`src/hdl/ecd_pkg.sv`:
```
// ----------------------------------------------------------------------------
// ecd_pkg
// Shared types and constants for the escape channel deframer.
// ----------------------------------------------------------------------------
package ecd_pkg;

    localparam int unsigned ECD_FIFO_DEPTH  = 4;
    localparam logic [7:0]  ECD_ESCAPE_INIT = 8'h01;

    // parse phase of the front end
    typedef enum logic [1:0] {
        PH_DATA   = 2'd0,
        PH_ESC    = 2'd1,
        PH_LEN_HI = 2'd2,
        PH_LEN_LO = 2'd3
    } phase_t;

    // kind of request handed from front to back
    typedef enum logic {
        CMD_PAYLOAD = 1'b0,
        CMD_HEADER  = 1'b1
    } cmd_kind_t;

    typedef struct packed {
        cmd_kind_t   kind;
        logic [7:0]  data_byte;  // payload byte
        logic [7:0]  channel;    // header channel
        logic [15:0] length;     // header length
    } cmd_t;

endpackage

```
`src/hdl/ecd_front.sv`:
```
// ----------------------------------------------------------------------------
// ecd_front
// Parses escape sequences and headers, turns payload bytes and complete headers into requests.
// ----------------------------------------------------------------------------
module ecd_front
    import ecd_pkg::*;
(
    input  logic       aclk,
    input  logic       aresetn,
    input  logic       cfg_wr_en,
    input  logic [7:0] cfg_wr_data,
    input  logic       in_valid,
    input  logic [7:0] in_byte,
    input  logic       q_full,
    output logic       in_ready,
    output logic       push,
    output cmd_t       push_cmd
);

    phase_t     phase_reg, phase_next;
    logic [7:0] escape_reg;
    logic [7:0] pending_reg;
    logic [7:0] len_hi_reg;
    logic       take;
    logic       is_esc;

    assign in_ready = !q_full;
    assign take     = in_valid && !q_full;
    assign is_esc   = (in_byte == escape_reg);

    // escape register
    always_ff @(posedge aclk) begin
        if (!aresetn) begin
            escape_reg <= ECD_ESCAPE_INIT;
        end else if (cfg_wr_en) begin
            escape_reg <= cfg_wr_data;
        end
    end

    // phase register
    always_ff @(posedge aclk) begin
        if (!aresetn) begin
            phase_reg <= PH_DATA;
        end else begin
            phase_reg <= phase_next;
        end
    end

    // header bytes held until the length is complete
    always_ff @(posedge aclk) begin
        if (take && phase_reg == PH_ESC) begin
            pending_reg <= in_byte;
        end
        if (take && phase_reg == PH_LEN_HI) begin
            len_hi_reg <= in_byte;
        end
    end

    // next phase
    always_comb begin
        phase_next = phase_reg;
        if (take) begin
            unique case (phase_reg)
                PH_DATA:   phase_next = is_esc ? PH_ESC : PH_DATA;
                PH_ESC:    phase_next = (in_byte == 8'h00) ? PH_DATA : PH_LEN_HI;
                PH_LEN_HI: phase_next = PH_LEN_LO;
                PH_LEN_LO: phase_next = PH_DATA;
                default:   phase_next = PH_DATA;
            endcase
        end
    end

    // request toward the back end
    always_comb begin
        push               = 1'b0;
        push_cmd.kind      = CMD_PAYLOAD;
        push_cmd.data_byte = in_byte;
        push_cmd.channel   = pending_reg;
        push_cmd.length    = {len_hi_reg, in_byte};
        unique case (phase_reg)
            PH_DATA: begin
                push = take && !is_esc;
            end
            PH_ESC: begin
                // escape then zero is a literal escape byte
                push               = take && (in_byte == 8'h00);
                push_cmd.data_byte = escape_reg;
            end
            PH_LEN_HI: begin
                push = 1'b0;
            end
            PH_LEN_LO: begin
                push          = take;
                push_cmd.kind = CMD_HEADER;
            end
            default: begin
                push = 1'b0;
            end
        endcase
    end

endmodule

```
`src/hdl/ecd_fifo.sv`:
```
// ----------------------------------------------------------------------------
// ecd_fifo
// Short request queue between the parser and the channel tracker.
// ----------------------------------------------------------------------------
module ecd_fifo
    import ecd_pkg::*;
#(
    parameter int unsigned DEPTH = ECD_FIFO_DEPTH
) (
    input  logic aclk,
    input  logic aresetn,
    input  logic push,
    input  cmd_t push_cmd,
    output logic full,
    input  logic pop,
    output logic not_empty,
    output cmd_t head_cmd
);

    localparam int unsigned PTR_W = (DEPTH > 1) ? $clog2(DEPTH) : 1;
    localparam int unsigned CNT_W = $clog2(DEPTH + 1);

    cmd_t             mem_reg [DEPTH];
    logic [PTR_W-1:0] wr_ptr_reg;
    logic [PTR_W-1:0] rd_ptr_reg;
    logic [CNT_W-1:0] count_reg;

    assign full      = (count_reg == CNT_W'(DEPTH));
    assign not_empty = (count_reg != '0);
    assign head_cmd  = mem_reg[rd_ptr_reg];

    // storage
    always_ff @(posedge aclk) begin
        if (push) begin
            mem_reg[wr_ptr_reg] <= push_cmd;
        end
    end

    // pointers and fill count
    always_ff @(posedge aclk) begin
        if (!aresetn) begin
            wr_ptr_reg <= '0;
            rd_ptr_reg <= '0;
            count_reg  <= '0;
        end else begin
            if (push) begin
                wr_ptr_reg <= (wr_ptr_reg == PTR_W'(DEPTH - 1)) ? '0 : wr_ptr_reg + 1'b1;
            end
            if (pop) begin
                rd_ptr_reg <= (rd_ptr_reg == PTR_W'(DEPTH - 1)) ? '0 : rd_ptr_reg + 1'b1;
            end
            if (push && !pop) begin
                count_reg <= count_reg + 1'b1;
            end else if (pop && !push) begin
                count_reg <= count_reg - 1'b1;
            end
        end
    end

endmodule

```
`src/hdl/ecd_back.sv`:
```
// ----------------------------------------------------------------------------
// ecd_back
// Tracks channel and remaining length, drives the result register.
// ----------------------------------------------------------------------------
module ecd_back
    import ecd_pkg::*;
(
    input  logic       aclk,
    input  logic       aresetn,
    input  logic       q_not_empty,
    input  cmd_t       q_cmd,
    output logic       q_pop,
    output logic       m_tvalid,
    input  logic       m_tready,
    output logic [7:0] m_tdata,
    output logic [7:0] m_tuser,
    output logic       m_tlast
);

    logic [7:0]  channel_reg;
    logic [15:0] remain_reg;
    logic [15:0] remain_next;
    logic        valid_reg;
    logic [7:0]  data_reg;
    logic [7:0]  user_reg;
    logic        last_reg;
    logic        is_payload;

    assign q_pop       = q_not_empty && (!valid_reg || m_tready);
    assign is_payload  = (q_cmd.kind == CMD_PAYLOAD);
    assign remain_next = remain_reg - 16'd1;

    assign m_tvalid = valid_reg;
    assign m_tdata  = data_reg;
    assign m_tuser  = user_reg;
    assign m_tlast  = last_reg;

    // channel and count tracking
    always_ff @(posedge aclk) begin
        if (!aresetn) begin
            channel_reg <= '0;
            remain_reg  <= '0;
        end else if (q_pop) begin
            if (!is_payload) begin
                remain_reg  <= q_cmd.length;
                channel_reg <= (q_cmd.length == 16'd0) ? 8'd0 : q_cmd.channel;
            end else if (channel_reg != 8'd0) begin
                remain_reg <= remain_next;
                if (remain_next == 16'd0) begin
                    channel_reg <= 8'd0;
                end
            end
        end
    end

    // result valid
    always_ff @(posedge aclk) begin
        if (!aresetn) begin
            valid_reg <= 1'b0;
        end else if (q_pop && is_payload) begin
            valid_reg <= 1'b1;
        end else if (m_tready) begin
            valid_reg <= 1'b0;
        end
    end

    // result payload
    always_ff @(posedge aclk) begin
        if (q_pop && is_payload) begin
            data_reg <= q_cmd.data_byte;
            user_reg <= channel_reg;
            last_reg <= (channel_reg != 8'd0) && (remain_next == 16'd0);
        end
    end

endmodule

```
`src/hdl/escape_channel_deframer.sv`:
```
// ----------------------------------------------------------------------------
// escape_channel_deframer
// Path: a payload byte is written into the queue at the accepting edge and
// moves to the result register when the tracker pops it from the queue.
// Throughput: one byte per cycle unless the queue fills or the master side stalls.
// Reset: synchronous active-low; phase, channel, count and queue clear, the
// escape byte returns to 0x01.
// ----------------------------------------------------------------------------
module escape_channel_deframer
    import ecd_pkg::*;
#(
    parameter int unsigned FIFO_DEPTH = ECD_FIFO_DEPTH
) (
    input  logic       aclk,
    input  logic       aresetn,
    input  logic       cfg_wr_en,
    input  logic [7:0] cfg_wr_data,   // escape_byte
    input  logic       s_tvalid,
    output logic       s_tready,
    input  logic [7:0] s_tdata,       // [7:0] rx_byte
    output logic       m_tvalid,
    input  logic       m_tready,
    output logic [7:0] m_tdata,       // [7:0] payload_byte
    output logic [7:0] m_tuser,       // [7:0] payload_channel
    output logic       m_tlast        // frame_last
);

    logic q_push;
    logic q_full;
    logic q_pop;
    logic q_not_empty;
    cmd_t push_cmd;
    cmd_t head_cmd;

    // parser
    ecd_front u_front (
        .aclk        (aclk),
        .aresetn     (aresetn),
        .cfg_wr_en   (cfg_wr_en),
        .cfg_wr_data (cfg_wr_data),
        .in_valid    (s_tvalid),
        .in_byte     (s_tdata),
        .q_full      (q_full),
        .in_ready    (s_tready),
        .push        (q_push),
        .push_cmd    (push_cmd)
    );

    // request queue
    ecd_fifo #(
        .DEPTH (FIFO_DEPTH)
    ) u_fifo (
        .aclk      (aclk),
        .aresetn   (aresetn),
        .push      (q_push),
        .push_cmd  (push_cmd),
        .full      (q_full),
        .pop       (q_pop),
        .not_empty (q_not_empty),
        .head_cmd  (head_cmd)
    );

    // channel tracker and output
    ecd_back u_back (
        .aclk        (aclk),
        .aresetn     (aresetn),
        .q_not_empty (q_not_empty),
        .q_cmd       (head_cmd),
        .q_pop       (q_pop),
        .m_tvalid    (m_tvalid),
        .m_tready    (m_tready),
        .m_tdata     (m_tdata),
        .m_tuser     (m_tuser),
        .m_tlast     (m_tlast)
    );

endmodule
```
`config.mk`:
```
export PLATFORM = sky130hd
export DESIGN_NAME = escape_channel_deframer
export DESIGN_NICKNAME = d
export VERILOG_FILES = /design/src/hdl/ecd_pkg.sv /design/src/hdl/ecd_front.sv /design/src/hdl/ecd_fifo.sv /design/src/hdl/ecd_back.sv /design/src/hdl/escape_channel_deframer.sv
export SDC_FILE = /design/constraint.sdc
export NUM_CORES = 1
export LEC_CHECK = 0
export BUFFER_PORTS_ARGS = -buffer_cell sky130_fd_sc_hd__buf_2
export CAP_MARGIN = 15
export CORE_MARGIN = 1.5
export CORE_UTILIZATION = 45
export CTS_CLUSTER_DIAMETER = 60
export CTS_CLUSTER_SIZE = 14
export DETAILED_ROUTE_END_ITERATION = 12
export SETUP_SLACK_MARGIN = 0.4
export SKIP_CTS_REPAIR_TIMING = 1
export SYNTH_ARGS = -nofsm -noshare
export SYNTH_HDL_FRONTEND = slang
export SYNTH_HIERARCHICAL = 1
export SYNTH_SLANG_ARGS = --single-unit
```
`constraint.sdc`:
```
create_clock -name aclk -period 5.45 [get_ports aclk]
set_input_delay 1.3625 -clock aclk [delete_from_list [all_inputs] [get_ports aclk]]
set_output_delay 1.3625 -clock aclk [all_outputs]
set_load 0.01 [all_outputs]
```
* Word-level counts from Yosys, hierarchy flattened *
Memory sizes are Yosys's and may differ from the RTL's. A register that Yosys moved wholly into a read port is not among the register bits.
Index checks and enable logic that the tools add are counted.

storage, ports and cells
  bits of input ports = 21
  bits in registers = 75
  output and inout bits = 19
  memory bits (writable) = 132
  word-level logic and storage cells = 77
  memories = 1

memory list
  name            words  width  rd ports  clocked after Yosys merged registers in  write ports  line            source
  u_fifo.mem_reg  4      33     1         1                                        1            ecd_fifo.sv:23  cmd_t mem_reg [DEPTH];

cells by class
  reduce and logical (&&, ||, !) cells = 28
  muxes and demuxes = 22
  bitwise logic cells = 1
  add/subtract/negate cells = 5
  eq/ne operators = 7

operators with widths
  cell                     count
  $mux W8                  5
  $logic_not A16 Y1        2
  $mux W16                 2
  $sub A16 B1 Y16 const B  1
  $logic_and A1 B1 Y1      10
  $mux W2                  5
  $eq A2 B2 Y1 const B     4
  $eq A8 B8 Y1             1
  $logic_not A8 Y1         1
  $pmux W2 S4              1
  $reduce_bool A2 Y1       4
  $reduce_bool A8 Y1       1
  $mux W1                  6
  $mux W3                  2
  $logic_not A1 Y1         5
  $add A2 B1 Y2 const B    2
  $pmux W1 S4              1
  $add A3 B1 Y3 const B    1
  $eq A3 B3 Y1 const B     1
  $reduce_and A3 Y1        1
  $reduce_bool A3 Y1       1
  $sub A3 B1 Y3 const B    1
  $eq A2 B1 Y1 const B     1
  $logic_not A2 Y1         1
  other kinds (3)          3

* Longest topological paths before layout *
Gate-level depths: netlist (run 1).

  depth in word-level cells = 9
  depth in mapped cells = 10
  depth with buffers taken out = 10

* Hierarchy *
Netlist (run 1), hierarchy kept.

modules (own cells, without submodules)
  module     cells each  times used  area each (um^2)  sequential area each (um^2)
  ecd_fifo   217         1           5267.6            4144.0
  ecd_back   240         1           2219.6            1011.0
  ecd_front  89          1           1162.4            680.7

* Worst setup path after synthesis (run 1) *
Ideal clock, no wire load.

  path type = input port to flip-flop
  start point = input port s_tdata[7]
  end point = register u_fifo.count_reg[2]
  setup time = 0.076 ns
  cell stages on the path = 10
  buffers on the path = 0
  required time = 5.374 ns
  data arrival time = 3.661 ns
  path slack = 1.713 ns
  path through = or4_1 nor2_1 o21ai_1 a21oi_1 ha_1 inv_1 fa_1 xor2_1 or3_1 a21boi_0

on the way
  word-level cells in the longest chain between the ends = 7
  elaborated cells between the ends (all ways) = 11
  those cells by class = 1 x eq/ne; 2 x mux; 8 x reduce/logical

RTL lines
  element                              line                           source
  from (decl)                          escape_channel_deframer.sv:20  input logic [7:0] s_tdata,
  $eq A8 B8 Y1                         ecd_front.sv:29                assign is_esc = (in_byte == escape_reg);
  $logic_not A1 Y1                     ecd_front.sv:82                push = take && !is_esc;
  $logic_and A1 B1 Y1                  ecd_front.sv:82
  $pmux W1 S4 *                        ecd_front.sv:80                unique case (phase_reg)
  net q_push                           escape_channel_deframer.sv:28  logic q_push;
  $logic_not A1 Y1                     ecd_fifo.sv:54                 end else if (pop && !push) begin
  $logic_and A1 B1 Y1                  ecd_fifo.sv:54
  $reduce_bool A2 Y1 (no source line)  -
  to (signal assigned)                 ecd_fifo.sv:53                 count_reg <= count_reg + 1'b1;
  to (signal assigned)                 ecd_fifo.sv:55                 count_reg <= count_reg - 1'b1;
  to (decl)                            ecd_fifo.sv:26                 logic [CNT_W-1:0] count_reg;

Mark *: on every way through the listed nets, which the timed path passes. The rest lies on a longest branch.
A chain may end at the register's enable or synchronous reset.

* Worst setup path after layout (run 1) *
Ends and elaborated chain as after synthesis.

==> results of run 1 <==
Yosys cell counts, drive strengths merged (2+ instances only):
cell type / n / area share
a21boi: 2 / 0.0017
a21o: 2 / 0.0017
a21oi: 15 / 0.0091
a22oi: 7 / 0.0061
a311o: 2 / 0.0025
a31oi: 4 / 0.0029
a32oi: 8 / 0.0081
and2: 7 / 0.0051
buf: 23 / 0.024
clkbuf: 9 / 0.0039
dfxtp: 44 / 0.10
edfxtp: 165 / 0.57
ha: 8 / 0.012
inv: 11 / 0.0048
mux2: 8 / 0.010
mux2i: 12 / 0.014
mux4: 33 / 0.087
nand2: 23 / 0.010
nand2b: 7 / 0.0051
nand3: 13 / 0.0075
nand4: 3 / 0.0022
nor2: 26 / 0.011
nor2b: 14 / 0.010
nor3: 5 / 0.0042
nor3b: 2 / 0.0017
nor4: 9 / 0.0072
nor4b: 3 / 0.0030
o21a: 4 / 0.0035
o21ai: 31 / 0.018
o221a: 2 / 0.0026
o31ai: 2 / 0.0017
or2: 2 / 0.0017
or3: 4 / 0.0029
or4: 3 / 0.0035
xnor2: 12 / 0.012
xor2: 2 / 0.0029
power by group:
group	internal, mW	switching [mW]	total (mW)
Clock	0.704	0.553	1.26
Sequential	2.01	0.161	2.17
Combinational	0.773	1.09	1.87
Total	3.49	1.81	5.30
worst register-to-register path, delay by kind of cell, from the launching register on:
kind                     cells  cell delay (ps)
buffers and inverters        3              470
AND/OR/NAND/NOR              3             1190
AO/OA/AOI/OAI                1              160
flip-flops                   1              350
XOR/XNOR                     1              150
adder cells (fa/ha/maj)      2              580
how the worst max path moves through the flow:
stage,cells after the start,to,start,slack (ps)
2_1_floorplan,10,u_fifo/count_reg[2]$_SDFFE_PN0P_,s_tdata[7],1710
3_3_place_gp,11,u_fifo/count_reg[2]$_SDFFE_PN0P_,s_tdata[7],1310
3_5_place_dp,11,u_fifo/count_reg[2]$_SDFFE_PN0P_,s_tdata[7],1270
4_1_cts,11,u_fifo/count_reg[2]$_SDFFE_PN0P_,s_tdata[7],1760
5_1_grt,11,u_fifo/count_reg[2]$_SDFFE_PN0P_,s_tdata[7],1620
6_report,11,u_fifo/count_reg[2]$_SDFFE_PN0P_,s_tdata[7],1750
cell type report:
class / count / area share
Sequential cell: 209 / 0.607
Multi-Input combinational cell: 293 / 0.263
Clock buffer: 30 / 0.0538
Timing Repair Buffer: 52 / 0.0357
Tap cell: 234 / 0.0305
Clock inverter: 4 / 0.00573
Inverter: 11 / 0.00430
through the flow:
stage                      util  hold WS, ps
after floorplan               -          452
after global placement    0.482          477
after detailed placement  0.482          485
after CTS                 0.512          499
after global routing      0.512          510
final                     0.512          495
layer usage:
metal / share of wire / GRT usage / wire [µm]
met1: 0.45 / 0.247 / 8010
met2: 0.49 / 0.308 / 8710
met3: 0.039 / 0.0240 / 684
met4: 0.019 / 0.0440 / 332
met5: 0 / 0 / 0
kinds of logic after synthesis:
logic type      Yosys count  synth area share
compound gates           89            0.0680
fa+ha+maj                 9            0.0139
mux                      53             0.112
xor+xnor                 14            0.0150
simple gates            128            0.0830
flops                   209             0.675
buf+inv                  44            0.0338
==> metrics.md, run 1 <==
| Metric | Value |
|---|---|
| Global-route wire length before repair | `~27 mm` |
| WHS Endpoint | `u_back/remain_reg[15]$_SDFFE_PN0P_` |
| H-Tree Depth | `1` |
| Most common cell after layout, fill and taps aside | `edfxtp_1` |
| R2R cell count | `10` |
| # fillers | `1,567` |
| Pre-antenna DRT Iters | `4` |
| Clk_lat worst skew | `between 400 and 500 ps` |
| PwrDens | `around 550 nW/µm²` |
| Antenna Nets Post-Route | `0` |
| Final period util | `0.678` |
| Fmax achieved | `270 MHz` |
| Number of diodes | `0` |
| Grt total ovfl | `0` |
| Primary FF master, synth | `edfxtp_1` |
| Syn_nets | `roughly 580` |
| Placed cell areas | `9040 µm²` |
| Row Count | `50` |
| RSZ-0062 raised after global routing | `no` |
| Delay-heaviest family, CP | `simple AND/OR/NAND/NOR gates` |
| Clk_skew | `between 10 and 15 ps` |
| Reg clk slew, reported paths | `~60 ps` |
| CTS sink cnt | `about 210` |
| Post-route insts no fill | `between 800 and 900` |
| Worst reg2reg startpoint | `u_fifo/count_reg[1]$_SDFFE_PN0P_` |
| Relative slew slack | `0.252` |
| Setup CP Type | `primary input to register` |
| Fin crit period | `approximately 3700 ps` |
| Hold_sp | `u_back/remain_reg[15]$_SDFFE_PN0P_` |
| R2r setup slk | `2460 ps` |
| Critical-path top delay cell | `or4_1` |
| Post-synthesis sequential area ratio | `0.675` |
| EDFF count, synth | `165` |
| Via/cell ratio | `5.70` |
| Max VDD drop | `~230 µV` |
| Status | `finished clean` |
| Tightest Pin Transition | `roughly 1100 ps` |
| WP buf/inv | `2` |
| Crit-path max FO | `9` |
| Core ar. | `approximately 19,000 µm²` |
| CP endpoint kind | `register` |
| Startpoint Class | `primary input` |
| Async SR Flop Fraction | `0` |
| Final instance area | `between 9000 and 10,000 µm²` |
| Max incr delay on CP | `slightly below 600 ps` |
| Die H | `142 µm` |
| CTS Root Cell | `clkbuf_16` |
| Final slew viol count | `0` |
| Routed via count | `between 4,000 and 5,000` |
| DP Cell Count | `between 700 and 800` |
| Layout Nets | `~600` |
| Worst path required time | `approximately 5900 ps` |
| Io pins | `40` |
| Overall power | `5.30 mW` |
| Setup violators final | `0` |
| Die X | `142 µm` |
| Area growth from synthesis to layout | `11.1%` |
| Pleak | `3.19 nW` |
| Reg area | `~5800 µm²` |
| CTS tree | `built` |
| Mean area per synthesized cell | `15.8 µm²` |
| Syn Inst Count | `approximately 550` |
| Arr. time, crit path | `between 4000 and 5000 ps` |
| Final WS setup | `around 1800 ps` |
| IO buf count | `39` |
| Die area | `about 20,000 µm²` |
| Crit-path cells | `buf_2 -> or4_1 -> nor2_1 -> o21ai_1 -> a21oi_1 -> ha_1 -> inv_1 -> fa_1 -> xor2_1 -> or3_1 -> a21boi_0` |
| DRT iter0 DRCs | `around 280` |
| Most frequent cells in the layout | `edfxtp_1 (165), dfxtp_1 (43), buf_2 (39)` |
| TritonCTS buffer count | `19` |
| Vias in the first global route | `4,781` |
| Yosys cell types | `between 60 and 70` |
| Multi-input logic area | `about 2500 µm²` |
| Pre-CTS WS | `1270 ps` |
| Routability cong. | `between 0.8 and 0.9` |
| Syn Std Cell Area | `about 8600 µm²` |
| Starting Density | `0.461` |
| Max reg flops | `132` |
| Hold WC Path Type | `register to register` |
| Final Hold Viols | `0` |
| Layout cells sized above 1 | `0.215` |
| Post-DP HPWL | `11.7 mm` |
| Reg2reg end | `u_fifo/count_reg[2]$_SDFFE_PN0P_` |
| Clock Tree Buf Depth | `3` |
| Hold depth | `2` |
| DRC violations left | `0` |
| Setup TNS | `0 ps` |
| Initial antenna violation count | `0` |
| #FFs+latches synth | `209` |
| Ys Warns | `6` |
| # Max-Cap Violations | `0` |
| Post-Route WL | `roughly 18 mm` |
| Largest net degree at the start of global routing | `38` |
| WL/cell | `21.3 µm` |
| GRT Resource Usage Total | `0.181` |
Power figures use the tool's default switching activity.
==> run 2: changes to the inputs <==
==> constraint.sdc (replaced) <==
create_clock -name aclk -period 3.4 [get_ports aclk]
set_input_delay 0.85 -clock aclk [delete_from_list [all_inputs] [get_ports aclk]]
set_output_delay 0.85 -clock aclk [all_outputs]
set_load 0.01 [all_outputs]
==> run 2 against run 1 <==
Net effect: critical path depth unchanged; core utilization rose by 0.27 points; highest routed layer unchanged; critical endpoint unchanged; die area did not move; power is 61% higher; global-route usage grew 0.25 points; largest power group unchanged.
==> metrics.md, run 2 (same netlist as run 1, synthesis figures left out) <==
| Metric | Value |
|---|---|
| Status | `finished clean` |
| Vias in the first global route | `between 4,000 and 5,000` |
| Startpoint Class | `primary input` |
| Layout Nets | `623` |
| Critical-path top delay cell | `or4_4` |
| WL/cell | `between 20 and 25 µm` |
| Max reg flops | `approximately 130` |
| Post-DP HPWL | `approximately 11 mm` |
| Fmax achieved | `around 370 MHz` |
| Die area | `about 20,000 µm²` |
| CTS tree | `built` |
| Relative slew slack | `0.456` |
| Starting Density | `0.461` |
| Post-Route WL | `17.7 mm` |
| Arr. time, crit path | `3160 ps` |
| DRC violations left | `0` |
| Most common cell after layout, fill and taps aside | `edfxtp_1` |
| Clock Tree Buf Depth | `3` |
| Hold WC Path Type | `register to register` |
| # Max-Cap Violations | `0` |
| Hold slack final | `~500 ps` |
| RSZ-0062 raised after global routing | `no` |
| Grt total ovfl | `0` |
| Area growth from synthesis to layout | `11.7%` |
| TritonCTS buffer count | `19` |
| Largest net degree at the start of global routing | `38` |
| Io pins | `40` |
| GRT Resource Usage Total | `0.183` |
| Pre-antenna DRT Iters | `5` |
| Clk_lat worst skew | `500 ps` |
| Initial antenna violation count | `0` |
| Crit-path cells | `buf_2 -> or4_4 -> nor2_1 -> o21ai_1 -> a21oi_2 -> ha_2 -> inv_1 -> fa_2 -> xor2_1 -> or3_1 -> a21boi_1` |
| Pleak | `roughly 3.2 nW` |
| Number of diodes | `0` |
| Overall power | `around 8.5 mW` |
| Fin crit period | `approximately 2700 ps` |
| Max VDD drop | `between 400 and 500 µV` |
| Setup TNS | `0 ps` |
| Via/cell ratio | `5.70` |
| Die X | `approximately 140 µm` |
| Antenna Nets Post-Route | `0` |
| Die H | `142 µm` |
| H-Tree Depth | `1` |
| Final slew viol count | `0` |
| DRT iter0 DRCs | `480` |
| CP endpoint kind | `register` |
| R2r setup slk | `around 680 ps` |
| Core ar. | `18,800 µm²` |
| Most frequent cells in the layout | `edfxtp_1 (165), dfxtp_1 (43), buf_2 (39)` |
| CTS Root Cell | `clkbuf_16` |
| Reg clk slew, reported paths | `roughly 60 ps` |
| Clk_skew | `roughly 23 ps` |
| Worst path required time | `about 3800 ps` |
| Setup CP Type | `primary input to register` |
| Util after Layout | `0.515` |
| # fillers | `~1,600` |
| IO buf count | `39` |
| Max incr delay on CP | `550 ps` |
| Global-route wire length before repair | `roughly 28 mm` |
| Routed via count | `about 4,800` |
| Crit-path max FO | `9` |
| Layout cells sized above 1 | `0.234` |
| Setup violators final | `0` |
| Final period util | `0.804` |
| CTS sink cnt | `around 210` |
| Final Hold Viols | `0` |
| PwrDens | `around 880 nW/µm²` |
| Row Count | `50` |
| Routability cong. | `approximately 0.84` |
| Tightest Pin Transition | `about 810 ps` |
## run 2: cell count changes in the layout (fill, tap and decap cells not counted), sizes merged
cell,previous run,this run
buf,52,58
clkinv,1,0
clkbuf,30,32
inv,12,14
clkinvlp,1,0
bufinv,1,0
## run 2: area by class of cell
| cell class | instances | area [µm²] | share of cell area |
|---|---|---|---|
| Timing Repair Buffer | 59 | 405 | 0.0420 |
| Inverter | 11 | 41.3 | 0.00427 |
| Tap cell | 234 | 293 | 0.0303 |
| Clock inverter | 3 | 26.3 | 0.00272 |
| Sequential cell | 209 | 5840 | 0.604 |
| Multi-Input combinational cell | 293 | 2540 | 0.263 |
| Clock buffer | 31 | 520 | 0.0539 |
## run 2: stage by stage
step,cell area (µm²),setup slack (ps),std cells
after floorplan,8660,369,546
after global placement,9110,241,805
after detailed placement,9110,154,805
after CTS,9660,479,839
after global routing,9660,482,840
final,9660,668,840
## run 2: final timing paths
check	from	endpoint	depth (start not counted)
min	u_back/remain_reg[4]$_SDFFE_PN0P_	u_back/remain_reg[4]$_SDFFE_PN0P_	2
max reg2reg	register	u_back/channel_reg[7]$_SDFFE_PN0P_	8
min reg2reg	u_back/remain_reg[4]$_SDFFE_PN0P_	u_back/remain_reg[4]$_SDFFE_PN0P_	2
max	s_tdata[2]	u_fifo/count_reg[2]$_SDFFE_PN0P_	11
## run 2: where the power goes
part | leakage, nW | switching (mW) | internal, mW | total, mW
logic | 1.09 | 1.73 | 1.31 | 3.03
clock network | 0.262 | 0.903 | 1.06 | 1.96
registers | 1.88 | 0.313 | 3.22 | 3.53
total | 3.22 | 2.95 | 5.58 | 8.53
## run 2: worst max-delay path, delay by kind of cell
kind	cells	cell delay, ps
simple gates	3	980
fa+ha+maj	2	530
compound gates	3	410
buf+inv	2	210
xor+xnor	1	160
## run 2: metal layers
layer,vias to the layer above,track usage,wire [µm]
li1,2215,-,-
met1,2418,0.257,7850
met2,128,0.301,8460
met3,23,0.0260,985
met4,0,0.0505,383
met5,-,0,0
==> run 3: changes to the inputs <==
==> constraint.sdc (replaced) <==
create_clock -name aclk -period 2.8 [get_ports aclk]
set_input_delay 0.7 -clock aclk [delete_from_list [all_inputs] [get_ports aclk]]
set_output_delay 0.7 -clock aclk [all_outputs]
set_load 0.01 [all_outputs]
==> run 3 against run 2 <==
Net effect: worst setup slack lost 330 ps; sequential power grew 21%; clock skew shrank 11 ps; sequential share of layout area shrank 1.7 points; final area grew 3.0%; clock power grew 20%; critical endpoint unchanged; largest cell class unchanged; largest power group unchanged.
==> metrics.md, run 3 (same netlist as run 1, synthesis figures left out) <==
| Metric | Value |
|---|---|
| Hold slack final | `around 420 ps` |
| Area growth from synthesis to layout | `15.1%` |
| PwrDens | `between 1000 and 1500 nW/µm²` |
| CTS Root Cell | `clkbuf_16` |
| Most frequent cells in the layout | `edfxtp_1 (165), dfxtp_1 (42), buf_2 (37)` |
| Grt total ovfl | `0` |
| Status | `finished clean` |
| Setup TNS | `0 ps` |
| Hold depth | `3` |
| Fmax achieved | `around 410 MHz` |
| CP endpoint kind | `register` |
| Max reg flops | `about 130` |
| Setup violators final | `0` |
| Die X | `142 µm` |
| Clk_skew | `approximately 11 ps` |
| DP Cell Count | `between 800 and 900` |
| TritonCTS buffer count | `19` |
| Startpoint Class | `primary input` |
| Row Count | `50` |
| Most common cell after layout, fill and taps aside | `edfxtp_1` |
| DRC violations left | `0` |
| Reg clk slew, reported paths | `roughly 70 ps` |
| Post-DP HPWL | `about 12 mm` |
| R2R cell count | `10` |
| Crit-path cells | `buf_6 -> or4_4 -> nor2_4 -> o21ai_2 -> a21oi_2 -> ha_2 -> inv_2 -> fa_2 -> xor2_1 -> or3_1 -> a21boi_1` |
| Io pins | `40` |
| WP buf/inv | `2` |
| Post-route insts no fill | `around 860` |
| Max VDD drop | `411 µV` |
| Pre-CTS WS | `-134 ps` |
| Global-route wire length before repair | `~28 mm` |
| Starting Density | `0.461` |
| Relative slew slack | `0.695` |
| GRT Resource Usage Total | `0.182` |
| Routed via count | `about 4,900` |
| Post-Route WL | `about 17 mm` |
| Die area | `around 20,000 µm²` |
| Via/cell ratio | `around 5.7` |
| Pre-antenna DRT Iters | `5` |
| Max incr delay on CP | `560 ps` |
| Clock Tree Buf Depth | `3` |
| CTS sink cnt | `about 210` |
| Hold WC Path Type | `primary input to register` |
| Delay-heaviest family, CP | `simple AND/OR/NAND/NOR gates` |
| Die H | `about 140 µm` |
| Crit. Startpoint | `s_tdata[1]` |
| Hold_sp | `cfg_wr_data[0]` |
| Setup CP Type | `primary input to register` |
| Largest net degree at the start of global routing | `38` |
| Final WS setup | `341 ps` |
| Critical-path top delay cell | `or4_4` |
| Clk_lat worst skew | `490 ps` |
| Initial antenna violation count | `1` |
| CTS tree | `built` |
| Levels on crit path | `11` |
| Util after Layout | `0.530` |
| H-Tree Depth | `1` |
| RSZ-0062 raised after global routing | `yes` |
| DRT iter0 DRCs | `around 360` |
| Tightest Pin Transition | `between 400 and 500 ps` |
| Pleak | `approximately 3.4 nW` |
| Antenna Nets Post-Route | `0` |
| Vias in the first global route | `between 5,000 and 6,000` |
| Final Hold Viols | `0` |
| # Max-Cap Violations | `0` |
| Fin crit period | `about 2500 ps` |
| Routability cong. | `around 0.80` |
| Worst path required time | `~3200 ps` |
| IO buf count | `39` |
| Final period util | `0.878` |
| Crit-path max FO | `2` |
| Final slew viol count | `0` |
| Layout cells sized above 1 | `0.282` |
| Core ar. | `18,800 µm²` |
| Arr. time, crit path | `approximately 2900 ps` |
| WL/cell | `slightly above 20 µm` |
| Layout Nets | `about 650` |
| Worst reg2reg startpoint | `u_fifo/count_reg[1]$_SDFFE_PN0P_` |
==> run 3: path summary, 6_finish.rpt <==
check | slack [ps] | end
worst max register to register | 430 | u_fifo/count_reg[2]$_SDFFE_PN0P_
worst min-delay path | 420 | u_front/escape_reg[0]$_SDFFE_PN1P_
worst min register to register | 490 | u_fifo/mem_reg[2][10]$_DFFE_PP_
worst max-delay path | 340 | u_fifo/count_reg[2]$_SDFFE_PN0P_
==> run 3: final cells by class <==
cell class | instances | area (µm²)
antenna | 1 | 2.50
clock buffer | 29 | 513
clock inverter | 4 | 30.0
fill | 1527 | 8810
inverter | 11 | 45.0
multi-input combinational | 293 | 2590
sequential | 209 | 5840
tap | 234 | 293
timing repair buffer | 82 | 642
==> run 3: layer usage <==
metal | GRT usage | vias up | share of wire
met5 | 0 | - | 0
met4 | 0.0423 | 0 | 0.017
met3 | 0.0287 | 22 | 0.048
met2 | 0.307 | 122 | 0.48
met1 | 0.251 | 2491 | 0.45
li1 | - | 2277 | -
==> run 3: where the power goes <==
part / internal, mW / switching (mW) / total [mW]
logic: 1.81 / 2.20 / 4.01
clock network: 1.28 / 1.07 / 2.35
registers: 3.91 / 0.342 / 4.26
total: 7.00 / 3.62 / 10.6
==> run 3: tightest hold or removal path: stages <==
cell,delay [ps]
buf_2,80
mux2i_1,50
nand2_1,50
==> run 3: metrics by stage <==
step / cell area (µm²) / total power, mW
floorplan: 8670 / 7.06
global placement: 9250 / 8.05
detailed placement: 9250 / 8.13
CTS: 9790 / 10.5
global route: 9950 / 11.2
finish: 9950 / 10.6
